`src/design/oaht_pkg.sv`:
```
// Shared constants and types for the open-address hash table.
`timescale 1ns / 1ps
package oaht_pkg;
  localparam int TABLE_DEPTH_DEF   = 128;
  localparam int MAX_KEY_CHARS_DEF = 8;
  localparam logic [1:0] REQ_CLEAR  = 2'd0;
  localparam logic [1:0] REQ_INSERT = 2'd1;
  localparam logic [1:0] REQ_LOOKUP = 2'd2;
  localparam logic [1:0] ST_DONE      = 2'd0;
  localparam logic [1:0] ST_FOUND     = 2'd1;
  localparam logic [1:0] ST_NOT_FOUND = 2'd2;
  localparam logic [1:0] ST_FULL      = 2'd3;
  localparam logic REG_TABLE_SIZE = 1'b0;
  localparam logic REG_PROBE_MODE = 1'b1;
  localparam logic [7:0] SIZE_RESET = 8'd101;

  // Absolute value of a wrapped 32-bit hash, saturating the most negative value.
  function automatic logic [31:0] abs_sat(input logic [31:0] h);
    logic [31:0] r;
    if (h == 32'h8000_0000) r = 32'h7FFF_FFFF;
    else if (h[31]) r = ~h + 32'd1;
    else r = h;
    return r;
  endfunction

  typedef struct packed {
    logic start;
    logic [31:0] num;
  } mod_req_t;
endpackage

```
`src/design/oaht_mod.sv`:
```
// Restoring divider returning the remainder of a 32-bit value by a divisor.
`timescale 1ns / 1ps
module oaht_mod #(
  parameter int DW = 13
) (
  input  logic              clk,
  input  logic              rst,
  input  oaht_pkg::mod_req_t req,
  input  logic [DW-1:0]     divisor,
  output logic              done,
  output logic [DW-1:0]     rem
);
  logic [31:0] num;
  logic [DW:0] acc;
  logic [5:0]  cnt;
  logic        busy;
  logic [DW:0] trial;
  logic [DW:0] shifted;

  always_comb begin
    shifted = {acc[DW-1:0], num[31]};
    trial   = shifted - {1'b0, divisor};
  end

  always_ff @(posedge clk) begin
    if (rst) begin
      busy <= 1'b0;
      done <= 1'b0;
    end else begin
      done <= 1'b0;
      if (req.start) begin
        busy <= 1'b1;
        num  <= req.num;
        acc  <= '0;
        cnt  <= 6'd0;
      end else if (busy) begin
        num <= {num[30:0], 1'b0};
        acc <= trial[DW] ? shifted : trial;
        cnt <= cnt + 6'd1;
        if (cnt == 6'd31) begin
          busy <= 1'b0;
          done <= 1'b1;
        end
      end
    end
  end
  assign rem = acc[DW-1:0];
endmodule

```
`config.mk`:
```
export PLATFORM = sky130hd
export DESIGN_NAME = oaht_mod
export DESIGN_NICKNAME = d
export VERILOG_FILES = /design/src/design/oaht_pkg.sv /design/src/design/oaht_mod.sv
export SDC_FILE = /design/constraint.sdc
export NUM_CORES = 1
export LEC_CHECK = 0
export BUFFER_PORTS_ARGS = -buffer_cell sky130_fd_sc_hd__buf_4
export CAP_MARGIN = 20
export CORE_ASPECT_RATIO = 1.25
export CORE_MARGIN = 5
export CORE_UTILIZATION = 40
export DETAILED_ROUTE_END_ITERATION = 7
export SLEW_MARGIN = 10
export SYNTH_ARGS = -nofsm -noshare
export SYNTH_HDL_FRONTEND = slang
export SYNTH_SLANG_ARGS = --single-unit
```
`constraint.sdc`:
```
create_clock -name clk -period 4.4 [get_ports clk]
set_clock_uncertainty 0.1 [all_clocks]
set_input_delay 0.22 -clock clk [delete_from_list [all_inputs] [get_ports clk]]
set_output_delay 0.22 -clock clk [all_outputs]
set_load 0.02 [all_outputs]
```
==> results.json <==
{
  "status": "complete, no violations",
  "worstSetupPathType": "flip-flop to flip-flop",
  "crit_path_top_delay_cell": "nor3_2",
  "core_area_sq_um": 7310,
  "postCtsSetupRepairBufs": 0,
  "clk_path_buf_depth": 2,
  "cts_hold_buf": 0,
  "synth_commonest_cells": "51 x edfxtp_1, 31 x mux2_2, 19 x a21oi_1",
  "clk_latency_ns": 0.30,
  "r2r-start": "acc[0]$_SDFFCE_PP0P_",
  "diodes": 0,
  "rows": 35,
  "fillers": 686,
  "pwr-share-seq_pct": 51.4,
  "cts.clk_slew.worst_paths_ns": 0.10,
  "routedWlPerCell_um": 15.6,
  "min_period_ns": 2.91,
  "die_y_um": 106,
  "multi_input_area_sq_um": 1320,
  "worst_r2r_endpoint": "acc[0]$_SDFFCE_PP0P_",
  "path_delay_family": "simple AND/OR/NAND/NOR gates",
  "ff_latch_area_sq_um": 1570,
  "hold_viol_final": 0,
  "vias": 2135,
  "routed_wl_um": 6250,
  "gp_congestion": 0.877,
  "dp_hpwl_um": 4550,
  "port_buffers": 61,
  "dpl_cell_area_sq_um": 3530,
  "ys_seq_area_share_pct": 52.8,
  "grt_use_total_pct": 13.7,
  "vdd_drop_max_mv": 0.227,
  "syn_area_sq_um": 2980,
  "drc": 0,
  "grtUsageMet2_pct": 23.6,
  "grt_overflow": 0,
  "antenna_found_initial": 0,
  "synth_cell_types": 41,
  "first_iter_violations": 109,
  "fin_nets": 372,
  "fp.dieW_um": 87.2,
  "min_to": "num[0]$_SDFFCE_PN0P_",
  "cp_max_fo": 12,
  "p_total_mw": 1.22,
  "drv_cap": 0,
  "grt_first_pass_wirelength_um": 10100,
  "area_growth_pct": 21.7,
  "ctsRootBufferMaster": "clkbuf_8",
  "p_clk_share_pct": 22.7,
  "final_layout_size_suffix_gt1_share_pct": 33.9,
  "clock.fmax_mhz": 344,
  "post-route-period-util_pct": 66.0,
  "initial_core_util_pct": 40.7,
  "r2r_setup_slack_ns": 1.49,
  "cts_tree": "built",
  "post-route-cell-area_sq_um": 3620,
  "synth_area_leaders": "edfxtp_1 51%, mux2_2 12%, ha_1 5.9%, a21oi_1 3.2%, o21ai_0 2.5%",
  "dieArea_sq_um": 9280,
  "slew_violations": 0,
  "synthCells": 248,
  "rsz0062_at_grt": "false",
  "setup_viol": 0,
  "holdPathStages": 2,
  "p_leak_nw": 1.46,
  "yosysMostFrequentCell": "edfxtp_1",
  "switching_power_mw": 0.354,
  "num_io_pins": 62,
  "grt_pass1_vias": 2146,
  "power_density_nw_per_um2": 336,
  "cp_data_arrival_time_ns": 2.91,
  "cts.repair.resized": 0,
  "worst_setup_path_start_kind": "flip-flop",
  "async_flop_share_pct": 0,
  "comb_power_share_pct": 25.9,
  "cp-end-kind": "flip-flop",
  "ant_nets": 0,
  "worst_slew_pin_slew_ns": 0.805,
  "synthesis.nets": 311,
  "top_usage_layer": "met2",
  "cts_buffers": 5,
  "swShare_pct": 29.0,
  "max_stage_delay_ns": 0.67,
  "worst_slack_ns": 1.49,
  "syn_avg_cell_area_sq_um": 12.0,
  "htree_levels": 2,
  "maxSlewHeadroom_pct": 46.0,
  "grtUsageMet3_pct": 3.18,
  "synth_seq_cells": 53,
  "worst-path-buf-inv": 0,
  "synth_enable_flop_cells": 51,
  "met1_usage_pct": 16.8,
  "synth.largest_area_cell": "edfxtp_1",
  "yosysTopAreaCellShare_pct": 51.5,
  "synthFlopType": "edfxtp_1",
  "yosysWarnings": 0,
  "intPower_mw": 0.865,
  "place_ws_ns": 1.48,
  "drt_first_pass_iters": 4,
  "tns_ns": 0,
  "crit_chain": "ha_1, nor2b_1, o31a_1, o2111a_1, nor3_2, nor2_2, o31ai_1",
  "min_from": "req[0]",
  "viasPerCell": 5.31,
  "min_path_type": "input port to flip-flop",
  "cts_sinks": 53,
  "grt_max_degree": 55,
  "ff2ff_path_depth": 7,
  "cp.required_ns": 4.41
}
layout make-up:
type / count / area share, %
Sequential cell: 53 / 43.4
Multi-Input combinational cell: 170 / 36.3
Timing Repair Buffer: 63 / 13.1
Tap cell: 92 / 3.18
Clock buffer: 6 / 2.00
Inverter: 16 / 1.66
Clock inverter: 2 / 0.380
cell families after synthesis:
| logic type | after synthesis | synth area share, % |
|---|---|---|
| muxes | 31 | 11.7 |
| and+or+nand+nor | 45 | 7.65 |
| buffers and inverters | 25 | 3.28 |
| AOI/OAI and AO/OA | 67 | 14.5 |
| xor gates and xnor gates | 12 | 3.53 |
| adders and majority gates | 15 | 6.56 |
| DFF | 53 | 52.8 |
power by group through the flow:
stage / Sequential [mW] / Clock, mW / Combinational (mW)
after floorplan: 0.649 / 0 / 0.202
after global placement: 0.637 / 0 / 0.314
after detailed placement: 0.638 / 0 / 0.317
after CTS: 0.627 / 0.288 / 0.319
after global routing: 0.631 / 0.306 / 0.351
final: 0.626 / 0.277 / 0.316
stage by stage:
stage | cells | hold WS [ns] | utilization (%)
after detailed placement | 393 | 0.328 | 48.2
after floorplan | 248 | 0.197 | -
after global routing | 402 | 0.0984 | 49.5
after CTS | 401 | 0.000439 | 49.4
after global placement | 393 | 0.319 | 48.2
final | 402 | 0.111 | 49.5
registers in the layout, indices dropped and copies added, names as in the netlist:
register  flops
acc          13
busy          1
num          32
cnt           6
done          1
placed cells by master, fill, tap and decap left out, drive strengths merged, types with 6 or more instances in the layout:
cell    Yosys  layout
nand2       7       7
nor2       15      15
o21ai      17      17
o21a        6       6
ha         14      14
clkbuf      6       6
a21oi      19      19
nand3       7       7
inv        16      17
xnor2       7       7
mux2       31      31
edfxtp     51      51
buf         3      62
layer usage:
layer  share of wire [%]  routed length (um)  vias to the layer above
met5                   0                   0                        -
li1                    -                   -                     1055
met4                 1.3                  81                        0
met3                 4.7                 295                        8
met1                  41                2580                     1023
met2                  53                3300                       49
worst max path at each step:
stage               slack, ns                    to            startpoint  depth (start not counted)
floorplan                1.15  acc[0]$_SDFFCE_PP0P_               req[32]                          3
global placement         1.55  acc[8]$_SDFFCE_PP0P_  acc[0]$_SDFFCE_PP0P_                          7
CTS                      1.45  acc[0]$_SDFFCE_PP0P_  acc[0]$_SDFFCE_PP0P_                          7
finish                   1.49  acc[0]$_SDFFCE_PP0P_  acc[0]$_SDFFCE_PP0P_                          7
detailed placement       1.48  acc[0]$_SDFFCE_PP0P_  acc[0]$_SDFFCE_PP0P_                          7
global route             1.29  acc[0]$_SDFFCE_PP0P_  acc[0]$_SDFFCE_PP0P_                          7
Note: power is estimated with default switching activity, not from simulation.
