===== src/design/oaht_ram.sv =====
// Generic single-port RAM with registered read.
`timescale 1ns / 1ps
module oaht_ram #(
  parameter int WIDTH = 8,
  parameter int DEPTH = 128
) (
  input  logic                     clk,
  input  logic                     we,
  input  logic [$clog2(DEPTH)-1:0] addr,
  input  logic [WIDTH-1:0]         wdata,
  output logic [WIDTH-1:0]         rdata
);
  logic [WIDTH-1:0] mem [DEPTH];
  always_ff @(posedge clk) begin
    if (we) mem[addr] <= wdata;
    rdata <= mem[addr];
  end
endmodule


===== config.mk =====
export PLATFORM = sky130hd
export DESIGN_NAME = oaht_ram
export DESIGN_NICKNAME = d
export VERILOG_FILES = /design/src/design/oaht_ram.sv
export SDC_FILE = /design/constraint.sdc
export NUM_CORES = 1
export LEC_CHECK = 0
export BUFFER_PORTS_ARGS = -buffer_cell sky130_fd_sc_hd__buf_2
export CAP_MARGIN = 15
export CORE_ASPECT_RATIO = 2
export CORE_MARGIN = 3
export CORE_UTILIZATION = 23
export CTS_BUF_LIST = sky130_fd_sc_hd__clkbuf_4
export DETAILED_ROUTE_END_ITERATION = 10
export MAX_ROUTING_LAYER = met4
export PLACE_DENSITY = 0.42
export SYNTH_ARGS = -nofsm -noshare
export SYNTH_HDL_FRONTEND = slang
export SYNTH_SLANG_ARGS = --single-unit

===== constraint.sdc =====
create_clock -name clk -period 8.2 [get_ports clk]
set_clock_uncertainty 0.15 [all_clocks]
set_input_delay 2.05 -clock clk [delete_from_list [all_inputs] [get_ports clk]]
set_output_delay 2.05 -clock clk [all_outputs]
set_load 0.05 [all_outputs]

==> parameters.txt, run 1 <==
Parameter                              Value

Status
  Outcome    complete, no violations

Finish
  Fraction of final layout cells sized beyond drive strength 1    19.9%
  Most common cell after layout, fill and taps aside    edfxtp_1
  Most frequent cells in the layout    1024 x edfxtp_1, 325 x clkbuf_4, 238 x nor2_1, 220 x a221oi_1, 125 x a21oi_1
  Nets    2633
  Area overhead of the layout relative to synthesis    13.5%

Clock tree
  H-tree lvl count    4
  CTS tree    built
  Clock-pin slew on the worst setup and hold paths    0.08 ns
  Num CTS Buffers    225
  Skew-Pair Late Insertion Delay    1.18 ns
  Total setup buffers inserted after CTS    0
  Post-cts hold buffer count    0
  Root Buffer Master    clkbuf_4
  Number of sinks driven by the clock tree    1032
  Maximum buffer depth of the clock tree    4
  Quantity of gates resized following cts    0

Critical path
  WP data required    9.02 ns
  Maximum fanout count along the critical path    56
  Crit path launch    addr[2]
  Setup Crit Path Kind    in -> reg
  Setup slack of the worst register-to-register path    5.14 ns
  Worst flop-to-flop path endpoint    rdata[5]
  Capture point of the worst path    rdata[5]
  Path depth of the worst reg2reg path    6
  Capturing element type of the critical path    flip-flop
  Start of the worst register-to-register path    mem[116][5]
  Arrival time at the worst endpoint    5.89 ns
  Critical path startpoint category    input pin

Power and ir drop
  Cell Int Power    7860 µW
  Standby leakage power    0.0141 µW
  Relative contribution of combinational cells to total power    7.2%
  Total Power    10500 µW
  Sequential group share of total power    55.5%
  Pwr dens    229 nW/µm²
  Worst IR Drop VDD    0.0938 mV
  Switching power    2650 µW
  Switching share of total power    25.2%
  Clock network fraction of total power    37.3%

Yosys
  Mapped Avg Cell Area    16.3 µm²
  Syn_nets    2492
  Area of the mapped netlist    40400 µm²
  Post-synthesis sequential element count    1032
  Proportion of synthesized chip area in sequential cells    76.4%
  Yosys synthesis warning count    0
  Distinct cell type count of the synthesized netlist    66
  Asr flop ratio synth    0%
  Cells after synthesis    2475
  Top flip-flop cell by instance count after synthesis    edfxtp_1
  Number of flops mapped to enable cells by yosys    1024

Drt
  Number of DRC violations after detailed routing    0
  Post-detailed-route count of antenna-violating nets    0
  Wire length reported by the detailed router    153000 µm
  Starting DRT DRC Count    1849
  Vias per Instance    4.87
  Vias    24678
  Wire length per cell after detailed routing    30.2 µm
  First drt pass iteration count    5

Global route
  Overflow left after global routing    0
  Wire length of the first global-routing pass    210000 µm
  Largest net degree at the start of global routing    94
  Antenna violations before repair    4
  GRT Resource Usage Total    17.1%
  Number of global-route vias before repair    25705

Worst hold path
  Class of the most critical hold timing path    reg -> reg

Flow run
  Count of maximum capacitance violations    0

STA
  Slew Limit Fails    0
  Total negative slack for setup checks    0 ns
  Transition time at the pin with the least slew margin    1.33 ns
  Post-route worst hold slack    0.706 ns
  Part of the cycle the worst path needs    61.8%
  Slew Limit Headroom    11.5%
  Max Clock Freq    0.197 GHz
  RSZ-0062 raised after global routing    false
  Final Setup Violations    0
  Shortest period the worst path allows    5.06 ns
  Final hold vios    0

Floorplanning
  Height of the die    599 µm
  Horizontal extent of the die    302 µm
  Floorplan die area    181000 µm²
  Count of pins on the block boundary    25
  Count of standard-cell rows    217
  Initial core utilization    23.1%
  Core Footprint    175000 µm²

Placed design
  Final estimated routing congestion in global placement    0.850
  Count of port buffers added during placement    24
  Placed wire-length estimate    99000 µm
==> state kept, by name (all words and copies together), names as in the netlist <==
| name | flops |
|---|---|
| mem | 1024 |
| rdata | 8 |
==> power groups by stage <==
| stage | clock network (µW) | logic, µW | registers (µW) |
|---|---|---|---|
| floorplan | 0 | 336 | 5970 |
| global placement | 0 | 758 | 5950 |
| detailed placement | 0 | 758 | 5950 |
| CTS | 4040 | 759 | 5830 |
| global route | 4250 | 779 | 5830 |
| finish | 3920 | 752 | 5830 |
==> synth_stat cells, types with 8 or more instances <==
library cell / n / share of area, %
a211oi_1: 8 / 0.15
a21oi_1: 125 / 1.5
a221o_1: 20 / 0.50
a221oi_1: 220 / 4.8
a22o_1: 41 / 0.89
a22oi_1: 73 / 1.4
buf_1: 11 / 0.10
buf_2: 80 / 0.99
buf_4: 9 / 0.17
buf_6: 23 / 0.64
clkbuf_1: 72 / 0.67
dfxtp_1: 8 / 0.40
edfxtp_1: 1024 / 76
mux2_2: 60 / 1.7
mux2i_1: 61 / 1.5
mux4_2: 11 / 0.61
nand2_1: 102 / 0.95
nand2b_1: 8 / 0.12
nand3_1: 17 / 0.21
nand4_1: 9 / 0.14
nor2_1: 240 / 2.2
nor2b_1: 12 / 0.19
nor3_1: 16 / 0.20
o211ai_1: 11 / 0.20
o21ai_0: 80 / 0.99
o221ai_1: 17 / 0.37
o22a_1: 11 / 0.24
o22ai_1: 24 / 0.37
==> through the flow <==
step | area (µm²) | setup WS (ns) | utilization [%] | instances
6_report | 45900 | 3.14 | 26.2 | 5071
5_1_grt | 45900 | 3.25 | 26.2 | 5071
4_1_cts | 45900 | 3.22 | 26.2 | 5064
3_5_place_dp | 43200 | 1.96 | 24.7 | 4688
3_3_place_gp | 43200 | 2.02 | 24.7 | 4686
2_1_floorplan | 40400 | 3.71 | - | 2475
==> area by class of cell <==
cell class | instances | area (µm²)
Fill cell | 18004 | 129000
Sequential cell | 1032 | 30900
Multi-Input combinational cell | 1244 | 8550
Tap cell | 2299 | 2880
Clock buffer | 325 | 2440
Timing Repair Buffer | 109 | 826
Clock inverter | 51 | 263
Inverter | 4 | 18.8
Antenna cell | 7 | 17.5
==> worst min-delay path by stage <==
stage / from / to / cells past startpoint
2_1_floorplan: mem[13][3] / rdata[3] / 4
3_3_place_gp: mem[45][5] / rdata[5] / 4
3_5_place_dp: mem[45][5] / rdata[5] / 4
4_1_cts: mem[45][5] / rdata[5] / 4
5_1_grt: mem[107][3] / rdata[3] / 5
6_report: mem[118][0] / rdata[0] / 6
==> critical path, cell delays in order <==
cell and delay (ns):
buf_8 0.39, inv_2 0.46, buf_4 0.42, a221oi_1 0.32, nor2_1 0.09, o21ai_0 0.63, nand4_1 0.18, nor3_1 0.98
nand4_1 0.18
==> kinds of logic (layout without fill, tap and decap cells) <==
family	Yosys count	after routing	share of synthesized area, %
flip-flops	1032	1032	76.4
AO/OA/AOI/OAI	680	680	12.5
AND/OR/NAND/NOR	427	427	4.47
buffers and inverters	199	489	2.61
multiplexers	137	137	3.94
other	0	7	0
==> layer usage <==
layer,wire [µm],vias up,global-route usage (%)
met5,0,-,-
met4,10700,0,10.5
met3,5940,361,1.91
met2,84700,884,32.0
met1,51900,12950,16.8
li1,-,10483,-
No activity file was read; power rests on OpenSTA's default activity.
==> inputs of run 2 (changes only) <==
Settings changed: PLACE_DENSITY 0.42 to 0.43.
Clock period 8.2 ns to 4.38 ns, I/O delays scaled along.
==> run 2 against run 1 <==
  * Count of clock-buffer cells in the layout down 6
  * Die area unchanged
  * Sequential share of layout area down 3.4 points
  * Highest routed layer unchanged
  * Critical path depth up 2
  * Via count up 4.9%
  * Total power up 91%
  * First-iteration DRC count up 6.5%
  * Global-route usage up 0.59 points
  * Critical path type unchanged
  * Final cell count up 5.5%
  * Clock power up 93%
==> parameters.txt, run 2 (synthesized netlist as in run 1, its figures left out) <==
Parameter                              Value

Status
  Outcome    complete, no violations

STA
  Final hold vios    0
  Max Clock Freq    0.272 GHz
  Final Setup Violations    0
  RSZ-0062 raised after global routing    false
  Crit path setup slack, layout    0.699 ns
  Transition time at the pin with the least slew margin    1.06 ns
  Shortest period the worst path allows    3.68 ns
  Part of the cycle the worst path needs    84.1%
  Slew Limit Fails    0
  Slew Limit Headroom    29.3%

Power and ir drop
  Clock network fraction of total power    37.8%
  Total Power    20100 µW
  Switching share of total power    25.1%
  Worst IR Drop VDD    0.195 mV
  Standby leakage power    0.0156 µW
  Switching power    5030 µW
  Pwr dens    415 nW/µm²
  Relative contribution of combinational cells to total power    7.8%
  Sequential group share of total power    54.4%
  Cell Int Power    15000 µW

Critical path
  Setup Crit Path Kind    in -> reg
  Critical path startpoint category    input pin
  Path depth of the worst reg2reg path    6
  WP data required    5.18 ns
  Worst flop-to-flop path endpoint    rdata[5]
  Capturing element type of the critical path    flip-flop
  Arrival time at the worst endpoint    4.48 ns
  Start of the worst register-to-register path    mem[21][5]
  Setup slack of the worst register-to-register path    1.39 ns
  Maximum fanout count along the critical path    41

Clock tree
  Num CTS Buffers    226
  Root Buffer Master    clkbuf_4
  Number of sinks driven by the clock tree    1032
  Clock-pin slew on the worst setup and hold paths    0.07 ns
  Maximum buffer depth of the clock tree    4
  Quantity of gates resized following cts    0
  Post-cts hold buffer count    0
  H-tree lvl count    4
  Total setup buffers inserted after CTS    0
  Skew-Pair Late Insertion Delay    1.14 ns
  CTS tree    built

Drt
  Vias    25894
  Wire length on met2    88400 µm
  Post-detailed-route count of antenna-violating nets    0
  Wire length reported by the detailed router    158000 µm
  Number of DRC violations after detailed routing    0
  First drt pass iteration count    5
  Vias per Instance    4.84
  Detailed-route wire length on metal 1    51800 µm
  Metal3 WL    6420 µm
  Wire length per cell after detailed routing    29.5 µm
  Highest layer used for signal routing    met4
  Starting DRT DRC Count    1970

Floorplanning
  Horizontal extent of the die    302 µm
  Height of the die    599 µm
  Count of pins on the block boundary    25
  Core Footprint    175000 µm²
  Floorplan die area    181000 µm²
  Count of standard-cell rows    217
  Initial core utilization    23.1%

Placed design
  Number of placed instances with taps included    4954
  Final estimated routing congestion in global placement    0.889
  Count of port buffers added during placement    24
  Worst setup timing slack at the placement stage    -0.385 ns
  Placed wire-length estimate    107000 µm

Global route
  Antenna violations before repair    3
  Number of global-route vias before repair    26749
  GRT Resource Usage Total    17.7%
  Wire length of the first global-routing pass    217000 µm
  Largest net degree at the start of global routing    101
  Overflow left after global routing    0

Finish
  Nets    2901
  Largest registers ranked by flip-flop count    mem (1024), rdata (8)
  Max reg flops    1024
  Area overhead of the layout relative to synthesis    19.5%
  Post-layout instance count excluding filler cells    5350
  Fraction of final layout cells sized beyond drive strength 1    26.7%
  Reg with most FFs    mem
  Most frequent cells in the layout    1024 x edfxtp_1, 332 x buf_4, 319 x clkbuf_4, 239 x nor2_1, 220 x a221oi_1
  Most common cell after layout, fill and taps aside    edfxtp_1

Worst hold path
  Hold path depth    1
  Worst hold start    wdata[4]
  Class of the most critical hold timing path    in -> reg
  Min-Delay Endpoint    mem[1][4]

Flow run
  Count of maximum capacitance violations    0
-- run 2: worst max path at each step --
stage | slack [ns] | from | endpoint
after global routing | 0.90 | addr[2] | rdata[5]
after global placement | -0.43 | addr[2] | rdata[5]
after CTS | 0.85 | addr[2] | rdata[5]
after floorplan | 0.84 | addr[2] | mem[72][0]
after detailed placement | -0.39 | addr[2] | rdata[5]
final | 0.70 | addr[2] | rdata[5]
-- run 2: final cells by class --
type	count	area, µm²
Tap cell	2299	2880
Antenna cell	8	20.0
Clock inverter	68	430
Inverter	4	18.8
Sequential cell	1032	30900
Timing Repair Buffer	376	3160
Multi-Input combinational cell	1244	8510
Clock buffer	319	2390
Fill cell	17903	127000
-- run 2: layer usage --
layer	up-vias	GRT usage [%]
li1	11032	-
met1	13556	16.6
met2	932	33.4
met3	374	2.41
met4	0	11.1
met5	-	-
-- run 2: power groups by stage --
stage	Sequential (µW)	Clock (µW)	Combinational, µW
after floorplan	11200	0	629
after global placement	11100	0	1580
after detailed placement	11100	0	1580
after CTS	10900	7830	1580
after global routing	10900	8210	1630
final	10900	7580	1570
-- run 2: critical path, stage by stage --
cell,delay [ns]
buf_8,0.32
nor2b_4,0.24
buf_12,0.23
buf_4,0.22
a221oi_1,0.33
nor2_1,0.09
o21ai_0,0.20
buf_4,0.15
nand4_1,0.42
nor3_1,0.86
nand4_1,0.16
-- run 2: metrics by stage --
stage,setup TNS [ns],util [%],hold slack [ns],cell area [µm²]
6_report,0,27.6,0.265,48300
5_1_grt,0,27.6,0.190,48300
4_1_cts,0,27.6,0.148,48300
3_5_place_dp,-0.439,26.0,0.582,45500
3_3_place_gp,-0.456,26.0,0.602,45500
2_1_floorplan,0,-,0.461,40400
